**config.mk**
```make
export PLATFORM = sky130hd
export DESIGN_NAME = lcsa_fifo
export DESIGN_NICKNAME = d
export VERILOG_FILES = /design/src/sv/lcsa_pkg.sv /design/src/sv/lcsa_fifo.sv
export SDC_FILE = /design/constraint.sdc
export NUM_CORES = 1
export LEC_CHECK = 0
export BUFFER_PORTS_ARGS = -buffer_cell sky130_fd_sc_hd__buf_4
export CORE_MARGIN = 4
export CORE_UTILIZATION = 50
export CTS_BUF_LIST = sky130_fd_sc_hd__clkbuf_4
export DETAILED_ROUTE_END_ITERATION = 10
export GPL_TIMING_DRIVEN = 0
export PLACE_DENSITY_LB_ADDON = 0.15
export SLEW_MARGIN = 0
export SYNTH_ARGS = -nofsm -noshare
export SYNTH_HDL_FRONTEND = slang
export SYNTH_SLANG_ARGS = --single-unit
export TNS_END_PERCENT = 10
```
**constraint.sdc**
```tcl
create_clock -name clk_i -period 4.5 [get_ports clk_i]
set_input_delay 1.35 -clock clk_i [delete_from_list [all_inputs] [get_ports clk_i]]
set_output_delay 1.35 -clock clk_i [all_outputs]
set_load 0.05 [all_outputs]
```
**src/sv/lcsa_pkg.sv**
```systemverilog
// ----------------------------------------------------------------------------
// lcsa_pkg
// shared types, constants and the arctangent table of the line fit block
// ----------------------------------------------------------------------------
`default_nettype none

package lcsa_pkg;

  // shared divider geometry
  localparam int unsigned DIV_NUM_W = 26;
  localparam int unsigned DIV_DEN_W = 12;
  localparam int unsigned DIV_CNT_W = 5;

  // cordic geometry
  localparam int unsigned CORDIC_W     = 45;
  localparam int unsigned ANG_Z_W      = 26;
  localparam int unsigned CORDIC_STEPS = 23;
  localparam int unsigned STEP_W       = 5;
  localparam logic signed [CORDIC_W-1:0] NORM_LIMIT = 45'sh100_0000_0000;

  // front to back queue
  localparam int unsigned QUEUE_DEPTH = 4;
  localparam int unsigned QPTR_W      = 2;

  localparam logic [13:0] ACC_MAX    = 14'd16383;
  localparam logic [7:0]  CNT_MAX    = 8'd255;
  localparam logic [7:0]  CODE_MAX   = 8'd254;
  localparam logic [7:0]  MASS_EMPTY = 8'd127;
  localparam logic [15:0] ANGLE_CAP  = 16'd23040;

  // register indexes
  localparam logic [2:0] REG_BAND_FIRST_ROW = 3'd0;
  localparam logic [2:0] REG_BAND_ROW_COUNT = 3'd1;
  localparam logic [2:0] REG_MASS_ROW       = 3'd2;
  localparam logic [2:0] REG_MASS_COL_MIN   = 3'd3;
  localparam logic [2:0] REG_MASS_COL_MAX   = 3'd4;
  localparam logic [2:0] REG_ANGLE_CENTER   = 3'd5;
  localparam logic [2:0] REG_ANGLE_GAIN     = 3'd6;

  typedef struct packed {
    logic [6:0]  band_first_row;
    logic [5:0]  band_row_count;
    logic [6:0]  mass_row;
    logic [7:0]  mass_col_min;
    logic [7:0]  mass_col_max;
    logic [7:0]  angle_center;
    logic [15:0] angle_gain;
  } cfg_t;

  typedef struct packed {
    logic        close;
    logic        frame;
    logic [6:0]  row;
    logic [13:0] weight;
    logic [7:0]  count;
    logic [13:0] mass_weight;
    logic [7:0]  mass_count;
  } entry_t;

  typedef struct packed {
    logic                 start;
    logic [DIV_NUM_W-1:0] num;
    logic [DIV_DEN_W-1:0] den;
  } div_req_t;

  typedef struct packed {
    logic                 done;
    logic [DIV_NUM_W-1:0] quot;
  } div_rsp_t;

  typedef struct packed {
    logic                       start;
    logic signed [CORDIC_W-1:0] x;
    logic signed [CORDIC_W-1:0] y;
  } cor_req_t;

  typedef struct packed {
    logic               done;
    logic [ANG_Z_W-1:0] z;
  } cor_rsp_t;

  typedef enum logic [1:0] {
    C_IDLE,
    C_NORM,
    C_ITER
  } cordic_state_e;

  typedef enum logic [3:0] {
    B_IDLE,
    B_ROW_DIV,
    B_ROW_ACC,
    B_MASS,
    B_MASS_DIV1,
    B_MASS_SUB,
    B_MASS_DIV2,
    B_ANG_MUL,
    B_ANG_SUB,
    B_CORDIC,
    B_ANG_MUL2,
    B_ANG_FIN,
    B_OUT
  } back_state_e;

  // atan(2^-i) in degrees, scaled by 65536
  function automatic logic [21:0] atan_entry(input logic [STEP_W-1:0] i);
    logic [21:0] v;
    case (i)
      5'd0:    v = 22'd2949120;
      5'd1:    v = 22'd1740967;
      5'd2:    v = 22'd919879;
      5'd3:    v = 22'd466945;
      5'd4:    v = 22'd234378;
      5'd5:    v = 22'd117304;
      5'd6:    v = 22'd58666;
      5'd7:    v = 22'd29335;
      5'd8:    v = 22'd14668;
      5'd9:    v = 22'd7334;
      5'd10:   v = 22'd3667;
      5'd11:   v = 22'd1833;
      5'd12:   v = 22'd917;
      5'd13:   v = 22'd458;
      5'd14:   v = 22'd229;
      5'd15:   v = 22'd115;
      5'd16:   v = 22'd57;
      5'd17:   v = 22'd29;
      5'd18:   v = 22'd14;
      5'd19:   v = 22'd7;
      5'd20:   v = 22'd4;
      5'd21:   v = 22'd2;
      5'd22:   v = 22'd1;
      default: v = 22'd0;
    endcase
    return v;
  endfunction

endpackage

`default_nettype wire

```
**src/sv/lcsa_fifo.sv**
```systemverilog
// ----------------------------------------------------------------------------
// lcsa_fifo
// short queue of row close and frame end entries between front and back
// ----------------------------------------------------------------------------
`default_nettype none

module lcsa_fifo (
  input  wire logic             clk_i,
  input  wire logic             rst_ni,
  input  wire logic             push_i,
  input  wire lcsa_pkg::entry_t data_i,
  input  wire logic             pop_i,
  output lcsa_pkg::entry_t      data_o,
  output logic                  full_o,
  output logic                  empty_o
);

  lcsa_pkg::entry_t mem_q [lcsa_pkg::QUEUE_DEPTH];
  logic [lcsa_pkg::QPTR_W-1:0] wr_q, rd_q;
  logic [lcsa_pkg::QPTR_W:0]   cnt_q;

  assign full_o  = (cnt_q == (lcsa_pkg::QPTR_W + 1)'(lcsa_pkg::QUEUE_DEPTH));
  assign empty_o = (cnt_q == '0);
  assign data_o  = mem_q[rd_q];

  always_ff @(posedge clk_i) begin
    if (push_i && !full_o) begin
      mem_q[wr_q] <= data_i;
    end
  end

  always_ff @(posedge clk_i or negedge rst_ni) begin
    if (!rst_ni) begin
      wr_q  <= '0;
      rd_q  <= '0;
      cnt_q <= '0;
    end else begin
      if (push_i && !full_o) begin
        wr_q <= wr_q + 1'b1;
      end
      if (pop_i && !empty_o) begin
        rd_q <= rd_q + 1'b1;
      end
      if ((push_i && !full_o) && !(pop_i && !empty_o)) begin
        cnt_q <= cnt_q + 1'b1;
      end else if (!(push_i && !full_o) && (pop_i && !empty_o)) begin
        cnt_q <= cnt_q - 1'b1;
      end
    end
  end

endmodule

`default_nettype wire

```
After elaboration in Yosys (flattened, before gate mapping):

Memories as Yosys holds them, arrays and structs flattened.
Index checks and enable logic that the tools add are counted.

* equal/unequal tests: 1
* muxes and demuxes: 4
* reduce and logical (&&, ||, !) cells: 10
* add/subtract/negate cells: 4

Operators with widths (number)
* two-way mux 3 bit: 2
* adder 2 x 1 -> 2 bit (second input constant): 2
* logical AND 1 bit: 4
* logical NOT 1 bit: 4
* adder 3 x 1 -> 3 bit (second input constant): 1
* == test 3 bit (second input constant): 1
* logical NOT 3 bit: 1
* subtractor 3 x 1 -> 3 bit (second input constant): 1
* two-way mux 1 bit: 2
* nonzero test 2 bit: 1

* memories kept: 1
* bits in writable memories: 212
* logic and storage cells: 23
* input port bits: 57
* flip-flop bits (word level): 7
* output and inout port bits: 55

Memory list
* mem_q: depth 4, bits a word 53, read ports 1, clocked after Yosys merged registers in 0, wr ports 1, line lcsa_fifo.sv:18 `lcsa_pkg::entry_t mem_q [lcsa_pkg::QUEUE_DEPTH];`

Depth between registers and ports, before layout:

* depth after elaboration: 7
* depth in mapped cells: 9
* depth with buffers taken out: 8

Worst setup path after synthesis:

OpenSTA, ideal clock, no wires.

* path type: in2reg
* start: input push_i
* end: memory mem_q[0][0] (netlist bit) (enable)
* data arrival time: 2902 ps
* stages: 3
* setup slack: 1182 ps
* cells stage by stage: nor2b_1 > buf_2 > and2_1

* word-level cells in the longest chain between the ends: 3

Ends and longest elaborated chain
* from (decl): line lcsa_fifo.sv:10 `input wire logic push_i,`
* logical AND 1 bit: line lcsa_fifo.sv:27 `if (push_i && !full_o) begin`
* two-way mux 1 bit: line lcsa_fifo.sv:27
* two-way mux 1 bit (not written as such): line lcsa_fifo.sv:28 `mem_q[wr_q] <= data_i;`
* to (decl): line lcsa_fifo.sv:18

No other way between the ends.

==> metrics.txt <==
outcome finished, final reports clean; clock root buffer clkbuf_4; relative slew slack 43.6%; Sink Count 219; Std-Cell Rows 46; syn avg cell area 26.0 µm²; Seq pwr share 37.7%; initial core utilization 51.1%; Inst Count DP 640; clock slew at reported path FFs 0.06 ns; R2R depth 8; combinational power share 42.4%; post-synthesis sequential element count 219; TritonCTS clock tree yes; final setup fails 0; non-filler instance count after layout 729; reg-to-reg startpoint cnt_q[0]; RSZ-0062 raised after global routing false; hpwl dp 7910 µm; worst-margin pin slew 0.846 ns; flip-flop and latch area 0.00654 mm²; TritonCTS buffer count 53; CP arrival 2.09 ns; residual DRC count 0; main flop type after synthesis edfxtp_1; Die X 136 µm; hold buffers post-CTS 0; r2r endpoint cnt_q[2]; Post-DRT Antenna Nets 0; Max Slew Vio Count 0; drt first pass iters 4; worst slack, placed 1.58 ns; Worst IR Drop VDD 0.363 mV; area delta synth->final 21.3%; Worst-Skew Late Latency 0.63 ns; Hold Crit Depth 1; switching power 2.82 mW; CTS resizes 0; Clk network pwr share 19.9%; clk buf depth 3; fill count 1,145; max frequency 0.291 GHz; Cell Pwr Density 751 mW/mm²; Core Box Area 0.0159 mm²; Hold Crit Start cnt_q[2]; ranking of synthesized cells by area edfxtp_1 (78%), mux4_2 (13%), dfrtp_1 (2.2%); Initial DRC Count 198; Fin Clk Skew 0.0327 ns; pin count of the biggest net entering global routing 54; crit start category flip-flop; die area 0.0184 mm²; Setup CP Type flip-flop to output pin; # port buffers 111; ys async rst share 3.20%; count leader, synth edfxtp_1; R2R Setup Slk 2.37 ns; drt wl/cell 19.0 µm; Worst setup EP type output pin; Final Hold Viols 0; Netlist Area Pre-Place 0.00814 mm²; largest area contributor in the netlist edfxtp_1; max cap viols 0; Switching Share 38.1%; static leakage 3.51 nW; post-synthesis sequential area ratio 80.4%; Post-Syn Nets 376; share of post-route cells with drive strength above 1 50.5%; Hold WC Path Type flip-flop to flip-flop; routability cong. 0.715; vias in the first global route 4,186; fin nets 542; initial antenna violation count 0; total routed wirelength 13,900 µm; I/O pin count 112; post-route setup slack 1.06 ns; first-pass GRT wire length 21,900 µm; multi-input logic area 0.00145 mm²; internal power 4.59 mW; synth cell count leaders edfxtp_1 (212), mux4_2 (48), buf_2 (7), dfrtp_1 (7); clock period minus worst slack 3.44 ns; synthesized netlist cell count 313; Post-CTS Setup Bufs 0; H-tree level count 2; DR vias/cell 5.16; Unique masters post-synth 21; routed via count 3,761; Synth top area share 78.2%; grt total ovfl 0; Crit Path Max Fanout 10; Die H 136 µm; Layout Utilization 61.9%; synth warn 0; GR Util All Layers 15.8%; Post-synth EDFFs 212; ant diodes 0; CP Data Required Time 3.15 ns; Final Cycle Share 76.4%; Hold Path End cnt_q[2]
-- worst max-delay path by stage --
stage | endpoint | startpoint | slack [ns] | cells after the start
after floorplan | mem_q[0][0] | push_i | 1.18 | 3
after global placement | mem_q[1][15] | push_i | -0.03 | 4
after detailed placement | mem_q[1][13] | push_i | 1.58 | 4
after CTS | data_o[7] | rd_q[0] | 0.96 | 4
after global routing | data_o[7] | rd_q[0] | 0.91 | 4
final | data_o[44] | rd_q[0] | 1.06 | 4
-- critical path, cell delays in order, from the launching register on --
cell and delay, ns:
dfrtp_1 0.34, buf_6 0.21, buf_12 0.18, mux4_2 0.54, buf_4 0.21
-- routing by layer --
layer  track usage [%]  wire length [µm]  vias to the layer above
met3              5.35               917                       24
met5                 0                 0                        -
li1                  -                 -                     1704
met1              20.1              5610                     1922
met2              25.7              7100                      111
met4              5.54               259                        0
-- power groups by stage --
stage | Combinational [mW] | Sequential, mW | Clock, mW
global route | 3.32 | 2.83 | 1.64
finish | 3.14 | 2.80 | 1.47
detailed placement | 3.21 | 2.85 | 0
global placement | 3.19 | 2.86 | 0
CTS | 3.22 | 2.80 | 1.53
floorplan | 2.34 | 2.82 | 0
-- cell type report --
class | count | area share [%]
Clock buffer | 75 | 5.70
Buffer | 13 | 1.48
Tap cell | 216 | 2.74
Sequential cell | 219 | 66.3
Inverter | 4 | 0.152
Multi-Input combinational cell | 77 | 14.7
Timing Repair Buffer | 111 | 8.44
Clock inverter | 14 | 0.570
-- stage by stage --
stage | power, mW | TNS (ns) | hold slack [ns] | cell area (µm²)
finish | 7.41 | 0 | 0.497 | 9870
global route | 7.79 | 0 | 0.473 | 9870
CTS | 7.55 | 0 | 0.467 | 9870
detailed placement | 6.06 | 0 | 0.479 | 9250
global placement | 6.04 | -3.79 | 0.463 | 9240
floorplan | 5.16 | 0 | 0.445 | 8140
-- sequential cells by signal (all words and copies together), names as in the netlist --
| name | flops |
|---|---|
| cnt_q | 3 |
| mem_q | 212 |
| rd_q | 2 |
| wr_q | 2 |
-- cell families (layout without fill, tap and decap cells) --
logic type	Yosys count	in the layout	share of synthesized area (%)
DFF	219	219	80.4
muxes	55	55	15.2
buffers and inverters	17	217	1.98
and+or+nand+nor	10	10	0.769
adders and majority gates	6	6	1.01
xor gates and xnor gates	6	6	0.646
-- layout by cell type, fill, tap and decap left out, types with 2 or more instances in the layout --
cell type,count
xor2_1,2
clkinv_2,3
buf_2,7
inv_2,2
mux4_1,5
clkbuf_4,75
clkinv_1,9
xnor2_1,4
edfxtp_1,212
inv_1,4
mux4_2,48
buf_12,5
and2_4,4
ha_1,5
dfrtp_1,7
buf_4,111
No activity file was read; power rests on OpenSTA's default activity.
