## src/sv/lcsa_pkg.sv

```systemverilog
// ----------------------------------------------------------------------------
// lcsa_pkg
// shared types, constants and the arctangent table of the line fit block
// ----------------------------------------------------------------------------
`default_nettype none

package lcsa_pkg;

  // shared divider geometry
  localparam int unsigned DIV_NUM_W = 26;
  localparam int unsigned DIV_DEN_W = 12;
  localparam int unsigned DIV_CNT_W = 5;

  // cordic geometry
  localparam int unsigned CORDIC_W     = 45;
  localparam int unsigned ANG_Z_W      = 26;
  localparam int unsigned CORDIC_STEPS = 23;
  localparam int unsigned STEP_W       = 5;
  localparam logic signed [CORDIC_W-1:0] NORM_LIMIT = 45'sh100_0000_0000;

  // front to back queue
  localparam int unsigned QUEUE_DEPTH = 4;
  localparam int unsigned QPTR_W      = 2;

  localparam logic [13:0] ACC_MAX    = 14'd16383;
  localparam logic [7:0]  CNT_MAX    = 8'd255;
  localparam logic [7:0]  CODE_MAX   = 8'd254;
  localparam logic [7:0]  MASS_EMPTY = 8'd127;
  localparam logic [15:0] ANGLE_CAP  = 16'd23040;

  // register indexes
  localparam logic [2:0] REG_BAND_FIRST_ROW = 3'd0;
  localparam logic [2:0] REG_BAND_ROW_COUNT = 3'd1;
  localparam logic [2:0] REG_MASS_ROW       = 3'd2;
  localparam logic [2:0] REG_MASS_COL_MIN   = 3'd3;
  localparam logic [2:0] REG_MASS_COL_MAX   = 3'd4;
  localparam logic [2:0] REG_ANGLE_CENTER   = 3'd5;
  localparam logic [2:0] REG_ANGLE_GAIN     = 3'd6;

  typedef struct packed {
    logic [6:0]  band_first_row;
    logic [5:0]  band_row_count;
    logic [6:0]  mass_row;
    logic [7:0]  mass_col_min;
    logic [7:0]  mass_col_max;
    logic [7:0]  angle_center;
    logic [15:0] angle_gain;
  } cfg_t;

  typedef struct packed {
    logic        close;
    logic        frame;
    logic [6:0]  row;
    logic [13:0] weight;
    logic [7:0]  count;
    logic [13:0] mass_weight;
    logic [7:0]  mass_count;
  } entry_t;

  typedef struct packed {
    logic                 start;
    logic [DIV_NUM_W-1:0] num;
    logic [DIV_DEN_W-1:0] den;
  } div_req_t;

  typedef struct packed {
    logic                 done;
    logic [DIV_NUM_W-1:0] quot;
  } div_rsp_t;

  typedef struct packed {
    logic                       start;
    logic signed [CORDIC_W-1:0] x;
    logic signed [CORDIC_W-1:0] y;
  } cor_req_t;

  typedef struct packed {
    logic               done;
    logic [ANG_Z_W-1:0] z;
  } cor_rsp_t;

  typedef enum logic [1:0] {
    C_IDLE,
    C_NORM,
    C_ITER
  } cordic_state_e;

  typedef enum logic [3:0] {
    B_IDLE,
    B_ROW_DIV,
    B_ROW_ACC,
    B_MASS,
    B_MASS_DIV1,
    B_MASS_SUB,
    B_MASS_DIV2,
    B_ANG_MUL,
    B_ANG_SUB,
    B_CORDIC,
    B_ANG_MUL2,
    B_ANG_FIN,
    B_OUT
  } back_state_e;

  // atan(2^-i) in degrees, scaled by 65536
  function automatic logic [21:0] atan_entry(input logic [STEP_W-1:0] i);
    logic [21:0] v;
    case (i)
      5'd0:    v = 22'd2949120;
      5'd1:    v = 22'd1740967;
      5'd2:    v = 22'd919879;
      5'd3:    v = 22'd466945;
      5'd4:    v = 22'd234378;
      5'd5:    v = 22'd117304;
      5'd6:    v = 22'd58666;
      5'd7:    v = 22'd29335;
      5'd8:    v = 22'd14668;
      5'd9:    v = 22'd7334;
      5'd10:   v = 22'd3667;
      5'd11:   v = 22'd1833;
      5'd12:   v = 22'd917;
      5'd13:   v = 22'd458;
      5'd14:   v = 22'd229;
      5'd15:   v = 22'd115;
      5'd16:   v = 22'd57;
      5'd17:   v = 22'd29;
      5'd18:   v = 22'd14;
      5'd19:   v = 22'd7;
      5'd20:   v = 22'd4;
      5'd21:   v = 22'd2;
      5'd22:   v = 22'd1;
      default: v = 22'd0;
    endcase
    return v;
  endfunction

endpackage

`default_nettype wire

```

## src/sv/lcsa_front.sv

```systemverilog
// ----------------------------------------------------------------------------
// lcsa_front
// per pixel accumulation of row and mass window sums, emits row close and
// frame end entries
// ----------------------------------------------------------------------------
`default_nettype none

module lcsa_front #(
  parameter int IMAGE_WIDTH   = 160,
  parameter int IMAGE_HEIGHT  = 120,
  parameter int MAX_BAND_ROWS = 32
) (
  input  wire logic          clk_i,
  input  wire logic          rst_ni,
  input  wire lcsa_pkg::cfg_t cfg_i,
  input  wire logic          accept_i,
  input  wire logic [6:0]    pixel_row_i,
  input  wire logic [7:0]    pixel_col_i,
  input  wire logic          is_dark_i,
  input  wire logic          frame_end_i,
  output logic               push_o,
  output lcsa_pkg::entry_t   entry_o
);

  logic [13:0] rw_q, rw_d, mw_q, mw_d;
  logic [7:0]  rc_q, rc_d, mc_q, mc_d;
  logic        on_raster, in_band, row_add, mass_add, close, row_sample;
  logic [5:0]  eff_rows;
  logic [6:0]  row_off;
  logic [14:0] rw_sum, mw_sum;

  always_comb begin
    on_raster = (32'(pixel_row_i) < IMAGE_HEIGHT) && (32'(pixel_col_i) < IMAGE_WIDTH);
    eff_rows  = (32'(cfg_i.band_row_count) > MAX_BAND_ROWS) ? 6'(MAX_BAND_ROWS)
                                                            : cfg_i.band_row_count;
    row_off   = pixel_row_i - cfg_i.band_first_row;
    in_band   = (pixel_row_i >= cfg_i.band_first_row) && (row_off < {1'b0, eff_rows});
    row_add   = is_dark_i && on_raster && in_band;
    mass_add  = is_dark_i && on_raster && (pixel_row_i == cfg_i.mass_row) &&
                (pixel_col_i >= cfg_i.mass_col_min) && (pixel_col_i <= cfg_i.mass_col_max);
    close     = on_raster && (32'(pixel_col_i) == IMAGE_WIDTH - 1);

    // saturating sums
    rw_sum = {1'b0, rw_q} + {7'd0, pixel_col_i};
    mw_sum = {1'b0, mw_q} + {7'd0, pixel_col_i};
    rw_d   = rw_q;
    rc_d   = rc_q;
    mw_d   = mw_q;
    mc_d   = mc_q;
    if (row_add) begin
      rw_d = (rw_sum > {1'b0, lcsa_pkg::ACC_MAX}) ? lcsa_pkg::ACC_MAX : rw_sum[13:0];
      rc_d = (rc_q == lcsa_pkg::CNT_MAX) ? rc_q : rc_q + 8'd1;
    end
    if (mass_add) begin
      mw_d = (mw_sum > {1'b0, lcsa_pkg::ACC_MAX}) ? lcsa_pkg::ACC_MAX : mw_sum[13:0];
      mc_d = (mc_q == lcsa_pkg::CNT_MAX) ? mc_q : mc_q + 8'd1;
    end

    // only band rows with dark pixels give the back stage work
    row_sample = close && in_band && (rc_d != 8'd0);

    push_o              = accept_i && (row_sample || frame_end_i);
    entry_o.close       = row_sample;
    entry_o.frame       = frame_end_i;
    entry_o.row         = pixel_row_i;
    entry_o.weight      = rw_d;
    entry_o.count       = rc_d;
    entry_o.mass_weight = mw_d;
    entry_o.mass_count  = mc_d;
  end

  always_ff @(posedge clk_i or negedge rst_ni) begin
    if (!rst_ni) begin
      rw_q <= '0;
      rc_q <= '0;
      mw_q <= '0;
      mc_q <= '0;
    end else if (accept_i) begin
      if (close || frame_end_i) begin
        rw_q <= '0;
        rc_q <= '0;
      end else begin
        rw_q <= rw_d;
        rc_q <= rc_d;
      end
      if (frame_end_i) begin
        mw_q <= '0;
        mc_q <= '0;
      end else begin
        mw_q <= mw_d;
        mc_q <= mc_d;
      end
    end
  end

endmodule

`default_nettype wire

```

## config.mk

```make
export PLATFORM = sky130hd
export DESIGN_NAME = lcsa_front
export DESIGN_NICKNAME = d
export VERILOG_FILES = /design/src/sv/lcsa_pkg.sv /design/src/sv/lcsa_front.sv
export SDC_FILE = /design/constraint.sdc
export NUM_CORES = 1
export LEC_CHECK = 0
export BUFFER_PORTS_ARGS = -buffer_cell sky130_fd_sc_hd__buf_2
export CORE_ASPECT_RATIO = 1.25
export CORE_MARGIN = 4
export CORE_UTILIZATION = 40
export CTS_CLUSTER_SIZE = 40
export DETAILED_ROUTE_END_ITERATION = 10
export GPL_ROUTABILITY_DRIVEN = 0
export PLACE_DENSITY = 0.75
export SLEW_MARGIN = 25
export SYNTH_ARGS = -nofsm -noshare
export SYNTH_HDL_FRONTEND = slang
export SYNTH_SLANG_ARGS = --single-unit
```

## constraint.sdc

```tcl
create_clock -name clk_i -period 3.4 [get_ports clk_i]
set_input_delay 0.17 -clock clk_i [delete_from_list [all_inputs] [get_ports clk_i]]
set_output_delay 0.17 -clock clk_i [all_outputs]
set_load 0.005 [all_outputs]
```

After elaboration in Yosys (flattened, before gate mapping) --
Index checks and enable logic that the tools add are counted.
Storage, ports and cells: register bits after elaboration 44, latch bits 0, RAM bits 0, ROM bits 0, bits of input ports 80, word-level logic and storage cells 49, memories kept 0
Operators by class: $add $sub $neg 5, multipliers 0, div/mod/pow operators 0, $lt $le $gt $ge 9, equal/unequal tests 4, shift operators 0, muxes and demuxes 13, bitwise gates (word level) 0, reductions and logical operators 14
Operators by type and width (number):
- $mux W14 | 6
- $mux W8 | 6
- $add A14 B8 Y15 | 2
- $gt A15 B14 Y1 const B | 2
- $eq A8 B8 Y1 const B | 3
- $add A8 B1 Y8 const B | 2
- $logic_and A1 B1 Y1 | 11
- $ge A8 B8 Y1 | 1
- $le A8 B8 Y1 | 1
- $lt A8 B8 Y1 const B | 1
- $reduce_bool A8 Y1 | 1
- $eq A7 B7 Y1 | 1
- $ge A7 B7 Y1 | 1
- $lt A7 B6 Y1 | 1
- $lt A7 B7 Y1 const B | 1
- $sub A7 B7 Y7 | 1
- $gt A6 B6 Y1 const B | 1
- $mux W6 | 1
- $logic_or A1 B1 Y1 | 2

Depth between registers and ports, before layout --
depth after elaboration 10, gate-level depth with buffers 18, depth with buffers taken out 15

Least setup slack after synthesis --
No wires, ideal clock.
path type input-to-output, start in pixel_row_i[0], end out push_o, arrival time 3.240 ns, data required time 3.230 ns, slack -0.010 ns, cell stages on the path 16, buffers on the path 1, path through inv_1 ha_1 fa_1 nor2b_1 o21a_1 nor2_1 xnor2_1 ha_1 a21o_1 a211oi_1 nand4_1 buf_4 nor4b_2 mux2_1 o31a_1 o21a_1
Between the ends: cells in the longest elaborated chain, start to end 9
Ends and longest elaborated chain:
- start: declaration | RTL line lcsa_front.sv:17 | input wire logic [6:0] pixel_row_i,
- $sub A7 B7 Y7 / $lt A7 B7 Y1 (equally long branches) | RTL line lcsa_front.sv:36, lcsa_front.sv:33
- $lt A7 B6 Y1 / $logic_and A1 B1 Y1 (equally long branches) | RTL line lcsa_front.sv:37, lcsa_front.sv:33
- $logic_and A1 B1 Y1 (on tied branches) | RTL line lcsa_front.sv:37, lcsa_front.sv:38
- $logic_and A1 B1 Y1 | RTL line lcsa_front.sv:38 | row_add = is_dark_i && on_raster && in_band;
- $mux W8 | RTL line lcsa_front.sv:50 | if (row_add) begin
- $reduce_bool A8 Y1 | RTL line lcsa_front.sv:60 | row_sample = close && in_band && (rc_d != 8'd0);
- $logic_and A1 B1 Y1 (*) | RTL line lcsa_front.sv:60
- via row_sample | RTL line lcsa_front.sv:27 | logic on_raster, in_band, row_add, mass_add, close, row_sample;
- $logic_or A1 B1 Y1 (*) | RTL line lcsa_front.sv:62 | push_o = accept_i && (row_sample || frame_end_i);
- $logic_and A1 B1 Y1 (*) | RTL line lcsa_front.sv:62
- end: declaration | RTL line lcsa_front.sv:21 | output logic push_o,
The timed path passes the listed nets; every way through them passes the cells marked *.

Worst setup path in the final report --
start in cfg_i[55] (netlist name), end out push_o
Between the ends: cells in the longest elaborated chain, start to end 9
Ends and longest elaborated chain:
- start: declaration | RTL line lcsa_front.sv:15 | input wire lcsa_pkg::cfg_t cfg_i,
- $sub A7 B7 Y7 | RTL line lcsa_front.sv:36 | row_off = pixel_row_i - cfg_i.band_first_row;
- $lt A7 B6 Y1 | RTL line lcsa_front.sv:37 | in_band = (pixel_row_i >= cfg_i.band_first_row) && (row_off < {1'b0, eff_rows});
- $logic_and A1 B1 Y1 (*) | RTL line lcsa_front.sv:37
- $logic_and A1 B1 Y1 | RTL line lcsa_front.sv:38
- $mux W8 | RTL line lcsa_front.sv:50
- $reduce_bool A8 Y1 | RTL line lcsa_front.sv:60
- $logic_and A1 B1 Y1 (*) | RTL line lcsa_front.sv:60
- $logic_or A1 B1 Y1 (*) | RTL line lcsa_front.sv:62
- $logic_and A1 B1 Y1 (*) | RTL line lcsa_front.sv:62
Mark *: on every way between the ends. The rest lies on a longest branch, timed or not.

==> results.md <==
- Core ar.: 11200 um2
- Switching share of power: 29.8%
- Register bit total from synthesis: 44
- DR WL/cell: 17.1 um
- Vias in the first global route: 5026
- CP cell instances: buf_2 -> inv_1 -> ha_1 -> nor2b_2 -> buf_4 -> buf_4 -> buf_4 -> buf_4 -> buf_4 -> buf_4 -> buf_4 -> o21bai_1 -> a21o_1 -> nand4_1 -> buf_6 -> nor4b_4 -> mux2_4 -> o31a_1 -> o21a_1 -> buf_2
- Synthesized Nets: 703
- Sequential power share: 33.7%
- Placed Area: 5370 um2
- Sum Neg Setup Slack: -1.99 ns
- Syn Inst Count: 574
- Clock root buffer master: clkbuf_16
- Finished Layout Cells: 849
- Post-DRT Antenna Nets: 0
- DP HPWL: 10.5 mm
- Clk buf depth: 2
- Normalized max-slew margin: 54.8%
- Num CTS Buffers: 5
- # rows: 43
- Power Density: 266 nW/um2
- Commonest non-fill, non-tap cell in the layout: buf_2
- Die footprint: 13300 um2
- Top cells by area, synth: dfrtp_1, ha_1, nand2_1, nor2_1, xnor2_1
- Initial drt markers: 275
- Max Slew Vio Count: 0
- Comb power frac: 28.6%
- Min Hold Slack: 0.297 ns
- Final net count: 842
- FFs w/ async S/R, synth: 100%
- Layout cells sized above 1: 30.0%
- Yosys cell types: 64
- Yosys warning count: 0
- Status: finished with violations
- Worst Path Max Fanout: 8
- Starting density of the core: 41.1%
- Ports: 134
- Period minus WS final: 3.60 ns
- DIE WIDTH: 104 um
- Mean Syn Cell Area: 8.01 um2
- Worst skew pair latency: 0.29 ns
- Failing checks: setup timing
- CTS clock-pin slew for the worst setup and hold paths: 0.06 ns
- Internal power: 0.00113 W
- WP data required: 3.23 ns
- Min-delay worst type: input port to flop
- Crit Path Class: input port to output pin
- Commonest non-fill, non-tap cells in the layout: buf_2, nor2_1, nand2_1, ha_1, dfrtp_1
- Post-synth top area cell: dfrtp_1
- Worst setup margin: -0.197 ns
- Crit-path most repeated cell: buf_4
- Clk sinks: 44
- Initial antenna violation count: 0
- Final period utilization: 106%
- Worst path buffer plus inverter count: 11
- CP Capture Type: output pin
- Synth Cell Area: 4600 um2
- H-tree levels: 2
- Global route overflow: 0
- TritonCTS clock tree: built
- Max Freq: 0.278 GHz
- Top delay family on crit path: buffers and inverters
- Leak: 3.03 nW
- Post-synth EDFFs: 0
- Vias: 5023
- Final instance area: 6030 um2
- Startpoint types: input port
- Final Skew: 0.00620 ns
- Area Overhead vs Synth: 31.1%
- VDD IR max: 192 uV
- Main synth FF type: dfrtp_1
- Fill count: 1015
- Drt drc: 0
- Vias per cell: 5.92
- Synth top area share: 23.9%
- Largest net degree at the start of global routing: 45
- Worst endpoint data arrival time: 3.43 ns
- Drt total wl: 14.5 mm
- # setup viols final: 20
- Drt pass-1 iters: 5
- Highest cell delay on the worst timing path: 0.33 ns
- RSZ-0062 raised after global routing: yes
- Aggregate global-route resource usage: 20.9%
- Measured slew at the worst slew-check pin: 0.673 ns
- # diodes: 0
- Clk pwr share: 37.7%
- NetSw: 0.000477 W
- Count of input and output buffers: 109
- Cells after DPL: 816
- Hold Fails Final Rpt: 0
- Crit-path slowest cell: ha_1
- Die Ht: 128 um
- Max-cap violations: 0
- Global-route wire length before repair: 23.5 mm
- Post-synthesis sequential area ratio: 23.9%
-- synth_stat cells (4+ instances only) --
library cell,instances
xor2_1,12
buf_4,10
a211o_1,4
a22o_1,15
nand4_1,10
o21a_1,13
nor4_1,5
a21o_1,14
mux2_1,7
xnor2_1,17
nand2b_1,6
o22ai_1,5
a21oi_1,27
a31oi_1,11
o21ai_0,24
nor3_1,21
nand2_1,52
o21ai_1,8
clkbuf_1,13
nor2b_1,11
nor2_1,49
o31a_1,7
o31ai_1,6
and3_1,14
ha_1,46
o2bb2ai_1,8
inv_1,37
dfrtp_1,44
buf_2,5
nand3_1,19
-- per-layer routing --
layer / GRT usage, % / share of wire [%] / vias to the layer above
li1: - / - / 2365
met1: 23.8 / 40 / 2420
met2: 39.7 / 52 / 202
met3: 2.87 / 5.5 / 36
met4: 7.67 / 2.8 / 0
met5: 0 / 0 / -
-- flip-flops by register name (all words and copies together) (netlist names) --
| register | count |
|---|---|
| mc_q | 8 |
| rc_q | 8 |
| rw_q | 14 |
| mw_q | 14 |
-- final timing paths --
check,slack [ns],depth (start not counted),to,start
worst max-delay path,-0.20,20,push_o,cfg_i[55]
worst min-delay path,0.30,3,mc_q[4],frame_end_i
worst max register to register,-0.01,13,rw_q[4],rw_q[0]
worst min register to register,0.53,1,mw_q[2],mw_q[2]
max in group asynchronous,2.55,2,mw_q[8],rst_ni
min in group asynchronous,0.43,2,rc_q[0],rst_ni
-- kinds of logic (layout without fill, tap and decap cells) --
logic type | count (synthesis) | after routing | synth area share (%)
flip-flops | 44 | 44 | 23.9
AO/OA/AOI/OAI | 166 | 166 | 25.0
XOR/XNOR | 29 | 29 | 5.52
multiplexers | 11 | 11 | 2.67
adder cells (fa/ha/maj) | 49 | 49 | 13.8
buffers and inverters | 67 | 207 | 6.42
AND/OR/NAND/NOR | 208 | 208 | 22.6
-- worst min-delay path: stages --
cell	delay (ns)
buf_2	0.20
a211o_1	0.13
nand2_1	0.04
-- layout make-up --
class,count,area (um2),share of cell area [%]
Timing Repair Buffer,160,1000,16.7
Clock buffer,7,153,2.53
Multi-Input combinational cell,463,3420,56.8
Inverter,39,149,2.47
Sequential cell,44,1100,18.3
Tap cell,135,169,2.80
Clock inverter,1,30.0,0.498
-- power groups by stage --
stage	Clock [W]	Combinational [W]	Sequential, W
finish	0.000604	0.000459	0.000539
global route	0.000623	0.000508	0.000540
CTS	0.000606	0.000434	0.000539
detailed placement	0	0.000392	0.000549
global placement	0	0.000376	0.000548
floorplan	0	0.000243	0.000547
-- what timing repair did --
| item | in CTS | in global routing |
|---|---|---|
| cloned | 1 | 0 |
| setup buffers | 14 | 10 |
| pin swaps | 10 | 7 |
| endpoints found under the hold margin | 0 | 44 |
| resized for setup | 33 | 26 |
| hold buffers | 0 | 1 |
| setup endpoints to repair | 26 | 34 |
-- through the flow --
step / total power [W] / setup WS, ns / util (%)
finish: 0.00160 / -0.197 / 53.9
detailed placement: 0.000941 / -0.398 / 48.0
floorplan: 0.000790 / 0.0216 / -
global route: 0.00167 / -0.399 / 53.9
CTS: 0.00158 / -0.177 / 52.0
global placement: 0.000924 / -0.253 / 48.0
No activity file was read; power rests on OpenSTA's default activity.
